==> config.mk <==
export PLATFORM = sky130hd
export DESIGN_NAME = sep_ctrl
export DESIGN_NICKNAME = d
export VERILOG_FILES = /design/src/rtl/sep_pkg.sv /design/src/rtl/sep_ctrl.sv
export SDC_FILE = /design/constraint.sdc
export NUM_CORES = 1
export LEC_CHECK = 0
export CORE_AREA = 2 2 39 41
export CTS_BUF_LIST = sky130_fd_sc_hd__clkbuf_16
export DETAILED_ROUTE_END_ITERATION = 16
export DIE_AREA = 0 0 41 43
export DONT_BUFFER_PORTS = 1
export GPL_TIMING_DRIVEN = 1
export PLACE_DENSITY_LB_ADDON = 0.15
export SYNTH_ARGS = -nofsm -noshare
export SYNTH_HDL_FRONTEND = slang
export SYNTH_SLANG_ARGS = --single-unit
==> constraint.sdc <==
create_clock -name clock -period 1.9 [get_ports clock]
set_input_delay 0.38 -clock clock [delete_from_list [all_inputs] [get_ports clock]]
set_output_delay 0.38 -clock clock [all_outputs]
set_load 0.05 [all_outputs]
==> src/rtl/sep_pkg.sv <==
// shared constants, types and the entropy score table for the pixel energy block
// no dependencies
`default_nettype none

package sep_pkg;

   localparam int MAX_WIDTH   = 1024;
   localparam int MAX_HEIGHT  = 4096;
   localparam int STORE_DEPTH = 8 * MAX_WIDTH;
   localparam int ADDR_W      = $clog2(STORE_DEPTH);
   localparam int PIX_W       = 8;
   localparam int WIDTH_W     = 11;
   localparam int HEIGHT_W    = 13;
   localparam int COL_W       = $clog2(MAX_WIDTH);
   localparam int ROW_W       = $clog2(MAX_HEIGHT);
   localparam int CNT_W       = COL_W + ROW_W + 1;
   localparam int LIN_W       = ROW_W + WIDTH_W;
   localparam int NUM_BINS    = 9;
   localparam int BIN_W       = 4;
   localparam int BCNT_W      = 7;
   localparam int SCORE_W     = 6;
   localparam int ENT_W       = 9;
   localparam int ENERGY_W    = 12;
   localparam int TDATA_W     = 16;
   localparam int CSR_IDX_W   = 1;
   localparam int CSR_DATA_W  = 13;
   localparam int WIN_IDX_W   = 6;

   localparam logic [CSR_IDX_W-1:0] CSR_WIDTH  = 1'b0;
   localparam logic [CSR_IDX_W-1:0] CSR_HEIGHT = 1'b1;

   localparam logic OP_PIXEL = 1'b0;
   localparam logic OP_DRAIN = 1'b1;

   localparam logic PASS_RANGE = 1'b0;
   localparam logic PASS_BIN   = 1'b1;

   localparam logic [WIDTH_W-1:0]  RESET_WIDTH  = 11'd1024;
   localparam logic [HEIGHT_W-1:0] RESET_HEIGHT = 13'd1024;

   localparam logic [SCORE_W-1:0] ENT_ROM [65] = '{
      6'd0,  6'd6,  6'd10, 6'd14, 6'd17, 6'd20, 6'd22, 6'd24, 6'd26, 6'd28,
      6'd30, 6'd31, 6'd33, 6'd34, 6'd35, 6'd36, 6'd37, 6'd38, 6'd39, 6'd39,
      6'd40, 6'd41, 6'd41, 6'd41, 6'd42, 6'd42, 6'd42, 6'd42, 6'd43, 6'd43,
      6'd43, 6'd43, 6'd43, 6'd42, 6'd42, 6'd42, 6'd42, 6'd41, 6'd41, 6'd41,
      6'd40, 6'd40, 6'd39, 6'd39, 6'd38, 6'd38, 6'd37, 6'd37, 6'd36, 6'd35,
      6'd34, 6'd34, 6'd33, 6'd32, 6'd31, 6'd30, 6'd29, 6'd28, 6'd28, 6'd27,
      6'd26, 6'd25, 6'd23, 6'd22, 6'd21
   };

   typedef struct packed {
      logic start_pass;
      logic pass_sel;
      logic start_sum;
      logic emit;
   } cmd_type;

   typedef struct packed {
      logic emit_due;
      logic pass_done;
      logic sum_done;
      logic rsp_free;
   } stat_type;

   function automatic logic [SCORE_W-1:0] ent_score(input logic [BCNT_W-1:0] n);
      logic [SCORE_W-1:0] s;
      s = 6'd0;
      if (n <= 7'd64) begin
         s = ENT_ROM[n];
      end
      return s;
   endfunction

endpackage

`default_nettype wire

==> src/rtl/sep_ctrl.sv <==
// sequencing state machine: window passes, entropy sum and result hand-off
// depends on sep_pkg
`default_nettype none

module sep_ctrl import sep_pkg::*; (
   input  wire logic     clock,
   input  wire logic     reset,
   input  wire logic     req_accept,
   input  wire stat_type stat,
   output cmd_type       cmd,
   output logic          idle
);

   localparam logic [2:0] ST_IDLE   = 3'd0;
   localparam logic [2:0] ST_DECIDE = 3'd1;
   localparam logic [2:0] ST_PASS0  = 3'd2;
   localparam logic [2:0] ST_PASS1  = 3'd3;
   localparam logic [2:0] ST_SUM    = 3'd4;
   localparam logic [2:0] ST_EMIT   = 3'd5;

   logic [2:0] state_ff;
   logic [2:0] state_in;

   always_comb begin
      state_in = state_ff;
      cmd      = '0;
      unique case (state_ff)
         ST_IDLE: begin
            if (req_accept) begin
               state_in = ST_DECIDE;
            end
         end
         ST_DECIDE: begin
            if (stat.emit_due) begin
               cmd.start_pass = 1'b1;
               cmd.pass_sel   = PASS_RANGE;
               state_in       = ST_PASS0;
            end else begin
               state_in = ST_IDLE;
            end
         end
         ST_PASS0: begin
            if (stat.pass_done) begin
               cmd.start_pass = 1'b1;
               cmd.pass_sel   = PASS_BIN;
               state_in       = ST_PASS1;
            end
         end
         ST_PASS1: begin
            if (stat.pass_done) begin
               cmd.start_sum = 1'b1;
               state_in      = ST_SUM;
            end
         end
         ST_SUM: begin
            if (stat.sum_done) begin
               state_in = ST_EMIT;
            end
         end
         ST_EMIT: begin
            if (stat.rsp_free) begin
               cmd.emit = 1'b1;
               state_in = ST_IDLE;
            end
         end
         default: begin
            state_in = ST_IDLE;
         end
      endcase
   end

   always_ff @(posedge clock) begin
      if (reset) begin
         state_ff <= ST_IDLE;
      end else begin
         state_ff <= state_in;
      end
   end

   assign idle = (state_ff == ST_IDLE);

endmodule

`default_nettype wire

==> results.txt <==
The first global-routing pass estimated 855 um of wire. Peak fanout along the critical path: 6. The antenna cell count came out at 0. VDD sags by at most 0.2631 mV. For this run the aggregate overflow at the end of global routing stands at 0. In this run the cell area measured after placement is 271.5 sq um. Number of max-slew violations in the final report: 0. During placement, the flow inserted port buffers numbering 0.

After detailed routing, the average wire length per cell comes to 11.02 um. HPWL after detailed placement: 440.4 um. The fraction of synthesis flops using an asynchronous set or reset pin was 0%. In this run, the number of DRC markers left after iteration 0 of detailed routing was 5. CTS saw 3 sinks.

The tools report the overall power as 0.0004558 W. The buffer levels on the longest clock path is 2, and the shortest period the worst path allows is 1.644 ns. The register with the most flip-flops in the layout has 3 of them. Measured along the y axis, the die boundary spans 43 um. The logs give 191 for the via count of the first global-routing pass and 0.8309 for the final weighted congestion in routability-driven placement. The tools report the number of antenna violations at the first check in global routing as 0.

Synthesis inferred 3 register bits. The most repeated cell in the gate-level netlist after synthesis is nand3_1. For this run, the total global-route usage over all layers was measured as 7.615%. The final layout contains 44 nets. At the pin with the least slew margin, the transition time is 0.4235 ns. The number of warnings reported in the yosys synthesis log was 0. The synthesized design devotes to its leading area cell type 24.62% of total area. Synthesis produced 30 cells. The die covers 1763 sq um.

For the H-tree depth, the log shows 1. The most used flip-flop cell after synthesis is dfxtp_1. The number of nets in the synthesized netlist is 37. The static leakage is 0.1416 nW.

Once layout is done, the placed cells without fillers occupy 350.3 sq um. A synthesized cell averages 8.133 sq um. The tools report the total setup buffers inserted after CTS as 0. The final critical path takes up 86.52% of the cycle. The setup violation total in the final timing report is 0, and the number of buffers created by CTS is 3. The synthesized design contains 0 enable-type register cells. The logs give 10 for the maximum number of pins on one net before global-route repair and 0.002337 ns for the clock skew. The worst endpoint required time came out at 1.52 ns. Number of optimization iterations in the first detailed-route pass: 2.

Clock tree synthesis selected as its root buffer the cell clkbuf_16. The cell count after placement was 48; the latest clock arrival within the worst-skew pair was 0.22 ns. The count of nets left with antenna violations once routing finished came out at 0. Die span in x: 41 um. The final count of hold timing violations was 0. The mapped cell area was 244.0 sq um; the wire length reported by the detailed router was 573 um. Power spread over the standard cell area amounts to 1301 nW/um^2. The max-cap violation count was 0; the number of rows created at floorplan was 14. The largest registers in the layout are state_ff (3).

Setup repair after global routing left no endpoint under its margin. STA classifies the critical path endpoint as a primary output. In the routed design, unresolved DRC markers number 0. Clock-pin slew was measured on the worst setup and hold paths at 0.03 ns. The run gives 0 ns as the final-layout setup total negative slack.

The share of post-route cells with drive strength above 1 is 38.89%, and the final non-filler cell total is 52. The synthesized design spends more area on one cell type than any other, namely dfxtp_1. The worst setup path is launched from a flop. TritonCTS built the clock tree. Buffers inserted to repair hold after CTS numbered 0. By area the synthesized netlist is led by dfxtp_1, buf_6, nand3_1.

The tools report the number of distinct standard cells referenced by the synthesized netlist as 18. The worst setup path is of the reg2out kind. At the worst endpoint, the arrival time is 1.26 ns. Counting instances in the post-synthesis netlist gives the leading cell types as nand3_1, dfxtp_1, nand2_1, nor2_1.

The largest register by flop count was state_ff. The tools report the starting utilization of the core area as 17.63%. The flow ran to the end, and the final reports show no timing, DRC or antenna violations.

The worst pin sits at a relative slew slack of 71.74%. The average via count per standard cell is 4.288, and the proportion of synthesized chip area in sequential cells is 24.62%. Gates resized during post-CTS repair numbered 0. Compared with the post-synthesis result, the final layout area differs by 43.59%.

The floorplan step defined a core boundary enclosing 1384 sq um. For this design the top-level I/O count stands at 12. The path class of the tightest hold or removal check is in2reg. Maximum operating frequency: 608.3 MHz. The routed layout has 223 vias.
[metrics by stage]
stage	hold WS, ns	utilization [%]	setup WS [ns]
final	0.2208	25.32	0.2561
after global routing	0.2194	25.32	0.1844
after CTS	0.2189	25.32	0.2468
after detailed placement	0.4526	19.62	0.4852
after global placement	0.4539	19.62	0.4727
after floorplan	0.4491	-	0.02273
[critical path, stage by stage, from the launching register on]
cell     delay (ns)
dfxtp_1        0.37
nor2b_1        0.20
nand3_1        0.12
inv_1          0.35
[final timing paths]
| path | start | end | slack (ns) | depth (start not counted) |
|---|---|---|---|---|
| max | state_ff[2] | cmd[1] | 0.26 | 3 |
| min | reset | state_ff[2] | 0.22 | 1 |
| max reg2reg | state_ff[2] | state_ff[0] | 0.78 | 4 |
| min reg2reg | state_ff[0] | state_ff[2] | 0.58 | 2 |
[per-layer routing]
metal | GRT usage, % | vias to the layer above | part of all wire (%)
li1 | - | 115 | -
met1 | 9.904 | 98 | 49
met2 | 7.813 | 10 | 41
met3 | 4.188 | 0 | 9.9
met4 | 8.000 | 0 | 0
met5 | 0 | - | 0
[layout make-up]
class | count | area, sq um
Multi-Input combinational cell | 22 | 150.1
Sequential cell | 3 | 60.06
Clock inverter | 1 | 3.754
Inverter | 3 | 11.26
Timing Repair Buffer | 4 | 30.03
Clock buffer | 3 | 75.07
Fill cell | 149 | 1033
Tap cell | 16 | 20.02
[placed cells by master, fill, tap and decap left out]
cell	Yosys	routed
a211oi_1	1	1
nand2_1	3	3
buf_4	0	4
and3_2	1	1
inv_2	1	1
nor3_1	1	1
inv_1	2	3
nor2b_2	1	1
o21ai_0	1	1
nor2_1	3	3
clkbuf_16	0	3
a211oi_2	1	1
dfxtp_1	3	3
nand2b_4	1	1
o32ai_2	1	1
nor2b_1	1	1
a21oi_1	2	2
a2bb2oi_2	1	1
nand3_1	4	4
[power breakdown]
part | total [W] | internal, W | leakage, nW | switching [W]
Clock | 0.000330 | 0.000271 | 0.0423 | 0.0000584
Combinational | 0.0000516 | 0.0000187 | 0.0747 | 0.0000328
Sequential | 0.0000743 | 0.0000670 | 0.0245 | 0.00000736
[cells by family after synthesis]
logic type | Yosys count | synth area share (%)
AO/OA/AOI/OAI | 7 | 27.18
buffers and inverters | 5 | 13.85
flip-flops | 3 | 24.62
AND/OR/NAND/NOR | 15 | 34.36
Power figures use the tool's default switching activity.
